`config.mk`:
```
export PLATFORM = sky130hd
export DESIGN_NAME = argb_pixel_compositor
export DESIGN_NICKNAME = d
export VERILOG_FILES = /design/src/rtl/core/apc_pkg.sv /design/src/rtl/core/apc_factor.sv /design/src/rtl/core/apc_lane.sv /design/src/rtl/core/argb_pixel_compositor.sv
export SDC_FILE = /design/constraint.sdc
export NUM_CORES = 2
export LEC_CHECK = 0
export CORE_MARGIN = 2
export CORE_UTILIZATION = 30
export DETAILED_ROUTE_END_ITERATION = 7
export DONT_BUFFER_PORTS = 1
export SLEW_MARGIN = 20
export SYNTH_ARGS = -nofsm -noshare
export SYNTH_HDL_FRONTEND = slang
export SYNTH_SLANG_ARGS = --single-unit
```
`constraint.sdc`:
```
create_clock -name aclk -period 9.9 [get_ports aclk]
set_clock_uncertainty 0.05 [all_clocks]
set_input_delay 1.485 -clock aclk [delete_from_list [all_inputs] [get_ports aclk]]
set_output_delay 1.485 -clock aclk [all_outputs]
set_load 0.01 [all_outputs]
```
`src/rtl/core/apc_pkg.sv`:
```
// Shared types, constants and arithmetic helpers for the ARGB pixel compositor.
package apc_pkg;

    localparam int unsigned CH_W      = 8;
    localparam int unsigned NUM_LANES = 4;
    localparam int unsigned PIX_W     = CH_W * NUM_LANES;
    localparam int unsigned ALPHA_LANE = NUM_LANES - 1;
    localparam int unsigned APB_DW    = 32;
    localparam int unsigned APB_AW    = 3;

    localparam logic [CH_W-1:0] CH_MAX       = 8'hff;
    localparam logic [15:0]     ROUND_HALF   = 16'd127;
    localparam logic            REG_IDX_MODE = 1'b0;
    localparam logic            REG_IDX_GA   = 1'b1;

    typedef enum logic [1:0] {
        MODE_COPY      = 2'd0,
        MODE_CROSSFADE = 2'd1,
        MODE_OVER      = 2'd2,
        MODE_PREMUL    = 2'd3
    } mode_t;

    // Scale factors for one pixel, handed from the factor stage to the lanes
    typedef struct packed {
        logic [CH_W-1:0] col_fac;    // source colour channels
        logic [CH_W-1:0] alpha_fac;  // source alpha channel
        logic [CH_W-1:0] dst_fac;    // all destination channels
    } fac_t;

    // Round(v*f/255) for 8-bit operands, division by 255 done as add and shift
    function automatic logic [CH_W-1:0] mul_div255(input logic [CH_W-1:0] v,
                                                   input logic [CH_W-1:0] f);
        logic [15:0] x;
        logic [15:0] q;
        begin
            x = ({8'd0, v} * {8'd0, f}) + ROUND_HALF;
            q = x + {8'd0, x[15:8]} + 16'd1;
            mul_div255 = q[15:8];
        end
    endfunction

endpackage

```
`src/rtl/core/apc_factor.sv`:
```
// Factor stage: scaled source alpha and per-mode scale factors.
module apc_factor (
    input  logic [apc_pkg::CH_W-1:0] src_alpha,
    input  logic [apc_pkg::CH_W-1:0] opacity,
    input  apc_pkg::mode_t           mode,
    output apc_pkg::fac_t            fac
);
    import apc_pkg::*;

    logic [CH_W-1:0] sa;

    // Scale source alpha by the global alpha
    assign sa = mul_div255(src_alpha, opacity);

    // Select factors per blend mode
    always_comb begin
        fac.alpha_fac = opacity;
        case (mode)
            MODE_CROSSFADE: begin
                fac.col_fac = opacity;
                fac.dst_fac = ~opacity;
            end
            MODE_OVER: begin
                fac.col_fac = sa;
                fac.dst_fac = ~sa;
            end
            MODE_PREMUL: begin
                fac.col_fac = opacity;
                fac.dst_fac = ~sa;
            end
            default: begin
                fac.col_fac = opacity;
                fac.dst_fac = ~opacity;
            end
        endcase
    end

endmodule

```
`src/rtl/core/apc_lane.sv`:
```
// One channel lane: scale source and destination, add, saturate.
module apc_lane (
    input  logic [apc_pkg::CH_W-1:0] src_ch,
    input  logic [apc_pkg::CH_W-1:0] dst_ch,
    input  logic [apc_pkg::CH_W-1:0] src_fac,
    input  logic [apc_pkg::CH_W-1:0] dst_fac,
    output logic [apc_pkg::CH_W-1:0] mix_ch
);
    import apc_pkg::*;

    logic [CH_W-1:0] s_term;
    logic [CH_W-1:0] d_term;
    logic [CH_W:0]   sum;

    assign s_term = mul_div255(src_ch, src_fac);
    assign d_term = mul_div255(dst_ch, dst_fac);
    assign sum    = {1'b0, s_term} + {1'b0, d_term};

    // Saturate at full scale
    assign mix_ch = sum[CH_W] ? CH_MAX : sum[CH_W-1:0];

endmodule

```
`src/rtl/core/argb_pixel_compositor.sv`:
```
// Top level: APB registers, factor stage, four channel lanes and merge stage.
// A request passes through the stage 1, stage 2 and output registers to the result.
// Throughput: one pixel per cycle while m_ready does not hold the output.
// Each stage holds under backpressure and takes a new request once its successor frees.
// Reset (aresetn low, synchronous): pipeline emptied, blend mode = copy,
// global opacity = 255.
module argb_pixel_compositor (
    input  logic                          aclk,
    input  logic                          aresetn,
    input  logic                          s_valid,
    output logic                          s_ready,
    input  logic [apc_pkg::PIX_W-1:0]     s_source_pixel,
    input  logic [apc_pkg::PIX_W-1:0]     s_destination_pixel,
    output logic                          m_valid,
    input  logic                          m_ready,
    output logic [apc_pkg::PIX_W-1:0]     m_result_pixel,
    input  logic                          psel,
    input  logic                          penable,
    input  logic                          pwrite,
    input  logic [apc_pkg::APB_AW-1:0]    paddr,
    input  logic [apc_pkg::APB_DW-1:0]    pwdata,
    output logic [apc_pkg::APB_DW-1:0]    prdata,
    output logic                          pready
);
    import apc_pkg::*;

    mode_t           blend_mode_reg;
    logic [CH_W-1:0] opacity_reg;

    logic            p1_valid_reg;
    logic [PIX_W-1:0] p1_src_reg;
    logic [PIX_W-1:0] p1_dst_reg;
    fac_t            p1_fac_reg;
    fac_t            fac_next;

    logic            p2_valid_reg;
    logic [PIX_W-1:0] p2_src_reg;
    logic [PIX_W-1:0] p2_mix_reg;
    logic [PIX_W-1:0] mix_next;

    logic            out_valid_reg;
    logic [PIX_W-1:0] out_pixel_reg;
    logic [PIX_W-1:0] out_pixel_next;

    logic            out_ready;
    logic            p2_ready;
    logic            p1_ready;
    logic            cfg_wr;

    // Register write and readback
    assign pready = 1'b1;
    assign cfg_wr = psel && penable && pwrite;

    always_ff @(posedge aclk) begin
        if (!aresetn) begin
            blend_mode_reg <= MODE_COPY;
            opacity_reg    <= CH_MAX;
        end else if (cfg_wr) begin
            if (paddr[2] == REG_IDX_MODE) begin
                blend_mode_reg <= mode_t'(pwdata[1:0]);
            end else begin
                opacity_reg <= pwdata[CH_W-1:0];
            end
        end
    end

    always_comb begin
        prdata = '0;
        if (paddr[2] == REG_IDX_GA) begin
            prdata[CH_W-1:0] = opacity_reg;
        end else begin
            prdata[1:0] = blend_mode_reg;
        end
    end

    // Per-stage ready: a stage takes a request when empty or when it moves on
    assign out_ready = !out_valid_reg || m_ready;
    assign p2_ready  = !p2_valid_reg || out_ready;
    assign p1_ready  = !p1_valid_reg || p2_ready;
    assign s_ready   = p1_ready;

    // Stage 1: factors
    apc_factor u_factor (
        .src_alpha (s_source_pixel[PIX_W-1 -: CH_W]),
        .opacity   (opacity_reg),
        .mode      (blend_mode_reg),
        .fac       (fac_next)
    );

    always_ff @(posedge aclk) begin
        if (!aresetn) begin
            p1_valid_reg <= 1'b0;
        end else if (p1_ready) begin
            p1_valid_reg <= s_valid;
        end
    end

    always_ff @(posedge aclk) begin
        if (p1_ready && s_valid) begin
            p1_src_reg <= s_source_pixel;
            p1_dst_reg <= s_destination_pixel;
            p1_fac_reg <= fac_next;
        end
    end

    // Stage 2: channel lanes side by side
    for (genvar i = 0; i < NUM_LANES; i++) begin : g_lane
        apc_lane u_lane (
            .src_ch  (p1_src_reg[i*CH_W +: CH_W]),
            .dst_ch  (p1_dst_reg[i*CH_W +: CH_W]),
            .src_fac ((i == ALPHA_LANE) ? p1_fac_reg.alpha_fac : p1_fac_reg.col_fac),
            .dst_fac (p1_fac_reg.dst_fac),
            .mix_ch  (mix_next[i*CH_W +: CH_W])
        );
    end

    always_ff @(posedge aclk) begin
        if (!aresetn) begin
            p2_valid_reg <= 1'b0;
        end else if (p2_ready) begin
            p2_valid_reg <= p1_valid_reg;
        end
    end

    always_ff @(posedge aclk) begin
        if (p2_ready && p1_valid_reg) begin
            p2_src_reg <= p1_src_reg;
            p2_mix_reg <= mix_next;
        end
    end

    // Stage 3: merge lanes, copy mode passes the source through
    always_comb begin
        case (blend_mode_reg)
            MODE_COPY: out_pixel_next = p2_src_reg;
            default:   out_pixel_next = p2_mix_reg;
        endcase
    end

    always_ff @(posedge aclk) begin
        if (!aresetn) begin
            out_valid_reg <= 1'b0;
        end else if (out_ready) begin
            out_valid_reg <= p2_valid_reg;
        end
    end

    always_ff @(posedge aclk) begin
        if (out_ready && p2_valid_reg) begin
            out_pixel_reg <= out_pixel_next;
        end
    end

    assign m_valid        = out_valid_reg;
    assign m_result_pixel = out_pixel_reg;

endmodule
```
Word level (Yosys, flattened, before mapping)
Index checks and enable logic that the tools add are counted.
{"block": "totals", "regBits": 197, "inputBits": 106, "output_inout_bits": 67, "elab_cells": 81}
{"block": "op_classes", "add_sub_neg": 31, "mul": 9, "n_eq_ne": 2, "n_mux": 5, "bitwise_logic": 3, "reduce_logical": 15}
{"operator": "adder 16 x 1 -> 16 bit (second input constant)", "n": 9}
{"operator": "adder 16 x 7 -> 16 bit (second input constant)", "n": 9}
{"operator": "adder 16 x 8 -> 16 bit", "n": 9}
{"operator": "multiplier 8 x 8 -> 16 bit", "n": 9}
{"operator": "adder 8 x 8 -> 9 bit", "n": 4}
{"operator": "two-way mux 32 bit", "n": 1}
{"operator": "two-way mux 8 bit", "n": 2}
{"operator": "inverter 8 bit", "n": 2}
{"operator": "two-way mux 6 bit", "n": 1}
{"operator": "logical AND 1 bit", "n": 5}
{"operator": "== test 2 bit (second input constant)", "n": 2}
{"operator": "AND reduction 2 bit", "n": 2}
{"operator": "zero test 1 bit", "n": 3}
{"operator": "logical OR 1 bit", "n": 3}
{"operator": "zero test 2 bit", "n": 1}
{"operator": "two-way mux 2 bit", "n": 1}
{"operator": "OR reduction 2 bit", "n": 1}
{"operator": "inverter 1 bit", "n": 1}

Depth between registers and ports, before layout
{"block": "logic_depth", "depth_word": 6, "depth_mapped": 35, "ltp_nobuf": 33}

Hierarchy
From an unflattened synthesis, not the netlist that was laid out.
{"block": "hier_totals", "cells_unflattened": 3484, "area_unflattened_um2": 33084.2}
{"module": "argb_pixel_compositor", "n_inst": 1, "cells_each": 314, "area_per_inst_um2": 6899.1, "seq_area_each_um2": 5785.5}
{"module": "apc_lane at g_lane[0].u_lane", "n_inst": 1, "cells_each": 680, "area_per_inst_um2": 5781.8, "seq_area_each_um2": 0.0}
{"module": "apc_lane at g_lane[1].u_lane", "n_inst": 1, "cells_each": 706, "area_per_inst_um2": 5780.5, "seq_area_each_um2": 0.0}
{"module": "apc_lane at g_lane[3].u_lane", "n_inst": 1, "cells_each": 703, "area_per_inst_um2": 5766.8, "seq_area_each_um2": 0.0}
{"module": "apc_lane at g_lane[2].u_lane", "n_inst": 1, "cells_each": 657, "area_per_inst_um2": 5572.8, "seq_area_each_um2": 0.0}
{"module": "apc_factor", "n_inst": 1, "cells_each": 424, "area_per_inst_um2": 3283.1, "seq_area_each_um2": 0.0}

Worst setup path after synthesis
No wires, ideal clock.
{"block": "synth_path", "path_kind": "register to register", "start": "reg p1_fac_reg[0] (netlist name)", "end": "reg p2_mix_reg[8], data pin", "setup_ns": 0.270, "arrival_ns": 8.003, "required_ns": 9.580, "setup_slack_ns": 1.577, "stages_incl_launch_ff": 33, "n_path_buf": 2, "period_less_slack_ns": 8.323, "path_cell_list": "edfxtp_1 clkbuf_1 clkbuf_1 nand2_1 fa_1 inv_1 fa_1 fa_1 inv_1 fa_1 inv_1 ha_1 or4_1 o21a_1 and3_1 nor2_1 ha_1 or3_1 o221a_2 maj3_1 maj3_1 a21bo_2 xor2_1 ha_1 fa_1 a21oi_1 nor2_1 nor2_1 o21bai_1 a21oi_1 o21bai_1 a21oi_1 nand2b_1"}
{"block": "synth_via", "elab_chain_cells": 5}
{"element": "start: declaration", "line_no": "argb_pixel_compositor.sv:33", "source": "fac_t p1_fac_reg;"}
{"element": "start signal: assignment", "line_no": "argb_pixel_compositor.sv:102", "source": "p1_fac_reg <= fac_next;"}
{"element": "multiplier 8 x 8 -> 16 bit", "line_no": "apc_pkg.sv:36", "source": "x = ({8'd0, v} * {8'd0, f}) + ROUND_HALF;"}
{"element": "adder 16 x 7 -> 16 bit", "line_no": "apc_pkg.sv:36"}
{"element": "adder 16 x 8 -> 16 bit", "line_no": "apc_pkg.sv:37", "source": "q = x + {8'd0, x[15:8]} + 16'd1;"}
{"element": "adder 16 x 1 -> 16 bit", "line_no": "apc_pkg.sv:37"}
{"element": "adder 8 x 8 -> 9 bit", "line_no": "apc_lane.sv:17", "source": "assign sum = {1'b0, s_term} + {1'b0, d_term};"}
{"element": "end signal: assignment", "line_no": "argb_pixel_compositor.sv:128", "source": "p2_mix_reg <= mix_next;"}
{"element": "end: declaration", "line_no": "argb_pixel_compositor.sv:38", "source": "logic [PIX_W-1:0] p2_mix_reg;"}
Every way passes these cells.
A chain may end at the register's enable or synchronous reset.

Final worst setup path
{"block": "layout_path", "start": "reg p1_fac_reg[16] (netlist name)", "end": "reg p2_mix_reg[16], data pin"}
Same word-level chain as after synthesis.

==> flow_summary.json <==
{
  "cts_resized": 0,
  "cp_max_fo": 13,
  "synth.distinct_cells": 87,
  "hold_class": "register to register",
  "pre_cts_ws_ns": 0.744,
  "critPathBufInv": 5,
  "antenna_found_initial": 12,
  "die_h_um": 334,
  "start_util": 0.301,
  "cts_tree": "done",
  "layout_setup_ws_ns": 0.772,
  "drt_iter0_markers": 1167,
  "end_kind": "register",
  "final_util": 0.322,
  "final_cell_mix": "559 x inv_1, 385 x nand2_1, 382 x fa_1",
  "fin_nets": 4377,
  "outcome": "complete, no violations",
  "grt-ovfl-total": 0,
  "rsz0062_at_grt": "no",
  "worst-setup-path-type": "register to register",
  "grt_pass1_wl_um": 127000,
  "io_buffers": 0,
  "core_mm2": 0.108,
  "floorplan.rows": 121,
  "ios": 173,
  "vias": 23900,
  "grt_max_degree": 65,
  "report.final.slew_viol_count": 0,
  "grt_usage": 0.140,
  "crit_slowest_cell": "edfxtp_1",
  "viasPerCell": 4.84,
  "die_w_um": 334,
  "worst_slew_pin_slew_ns": 1.05,
  "postSynthCellCount": 3550,
  "cp_top_family": "adder cells",
  "required_ns": 10.10,
  "ys_seq_area_frac": 0.177,
  "cts_sinks": 197,
  "yosysWarnings": 0,
  "dr.pass1.iters": 6,
  "clock_latency_ns": 0.52,
  "async_flop_share": 0,
  "period_needed_ns": 9.13,
  "cts_htree_levels": 4,
  "maxCapViolCount": 0,
  "max-clock-path-buffers": 2,
  "synth_edf_count": 184,
  "critical-path-max-stage-delay_ns": 0.84,
  "start_kind": "register",
  "ctsRootBufferMaster": "clkbuf_16",
  "cts_made_buffers": 17,
  "hold_ws_ns": 0.504,
  "syn_area_per_cell_um2": 9.20,
  "post-dp-hpwl_um": 61300,
  "ctsHoldBuffers": 0,
  "max_freq_mhz": 110,
  "finalCritPeriodShare": 0.922,
  "drive_above_1_share": 0.0392,
  "slew-limit-headroom": 0.302,
  "routed_wirelength_um": 75800,
  "hold_viol_final": 0,
  "syn_to_final_growth_pct": 6.72,
  "mostFrequentLayoutCell": "inv_1",
  "dieArea_mm2": 0.112,
  "post_cts_buffers": 0,
  "setup_viol": 0,
  "ys_ff_latch": 197,
  "clk_pin_slew_ns": 0.09,
  "drc": 0,
  "finalSetupTns_ns": 0,
  "final_antenna_net_count": 0,
  "synth-main-ff-cell": "edfxtp_1",
  "wl_per_cell_um": 15.4,
  "grt_pass1_vias": 24200,
  "arrival_ns": 9.33,
  "synth_area_mm2": 0.0327,
  "gp_congestion": 0.823
}
[worst reg2reg max path, delay by kind of cell, from the launching register on]
kind	cells	cell delay [ns]
buffers and inverters	5	0.52
and+or+nand+nor	5	0.68
xor gates and xnor gates	2	0.57
AOI/OAI and AO/OA	11	2.52
adders and majority gates	9	3.70
DFF	1	0.84
[worst paths after layout]
path | start | to | slack [ns] | cells past startpoint
setup / recovery | p1_fac_reg[16] | p2_mix_reg[16] | 0.77 | 32
hold / removal | p2_src_reg[18] | m_result_pixel[18] | 0.50 | 1
setup reg to reg | p1_fac_reg[16] | p2_mix_reg[16] | 0.77 | 32
hold reg to reg | p2_src_reg[18] | m_result_pixel[18] | 0.50 | 1
[Yosys cell counts (10+ instances only)]
cell type / instances / area (µm²)
mux2i_1: 15 / 150
and4_1: 10 / 87.6
xnor2_1: 113 / 990
mux2_2: 35 / 394
dfxtp_1: 13 / 260
a31oi_1: 22 / 138
nor2b_1: 19 / 119
a21boi_0: 10 / 75.1
ha_1: 381 / 4770
o21bai_1: 26 / 195
buf_4: 25 / 188
o21a_1: 29 / 218
a21o_1: 39 / 293
a21oi_1: 119 / 596
nor3_1: 60 / 300
or4_1: 10 / 75.1
nand2b_1: 22 / 138
nand2_1: 385 / 1450
nand4_1: 20 / 125
a211oi_1: 27 / 203
nand3_1: 62 / 310
nor3b_1: 13 / 97.6
edfxtp_1: 184 / 5530
nor4_1: 12 / 75.1
and2_1: 354 / 2210
fa_1: 382 / 7650
and3_1: 28 / 175
o21ai_0: 74 / 370
or3_1: 12 / 75.1
inv_1: 559 / 2100
xor2_1: 53 / 464
clkbuf_1: 81 / 304
nor2_1: 134 / 503
o31ai_1: 12 / 90.1
o211ai_1: 28 / 210
[logic make-up (layout without fill, tap and decap cells)]
family          Yosys count  after routing  share of synthesized area
mux                      51             51                     0.0174
fa+ha+maj               769            769                      0.382
simple gates           1167           1167                      0.182
flops                   197            197                      0.177
other cells               2             27                   0.000230
compound gates          520            520                      0.112
xor+xnor                173            173                     0.0495
buf+inv                 671            619                     0.0801
[per-stage QoR]
step	cells	cell area, µm²
floorplan	3573	32700
global placement	4903	34300
detailed placement	4903	34300
CTS	4935	34900
global route	4936	34900
finish	4937	34900
[metal layers]
layer / GRT usage / vias to the layer above / wire length, µm
li1: - / 11700 / -
met1: 0.192 / 11700 / 36800
met2: 0.230 / 340 / 34900
met3: 0.0219 / 75 / 2720
met4: 0.0352 / 18 / 1310
met5: 0 / - / 107
[cell type report]
cell class	instances	area [µm²]
flip-flops and latches	197	5790
fillers	11200	73500
clock inverters	14	173
inverters	559	2100
repair buffers	28	210
clock buffers	18	429
multi-input cells	2705	24400
diodes	2	5.00
well taps	1414	1770
Power is left out: the tool's default activity adds up to more than one toggle a clock period on the data nets, which glitch-free logic cannot reach.
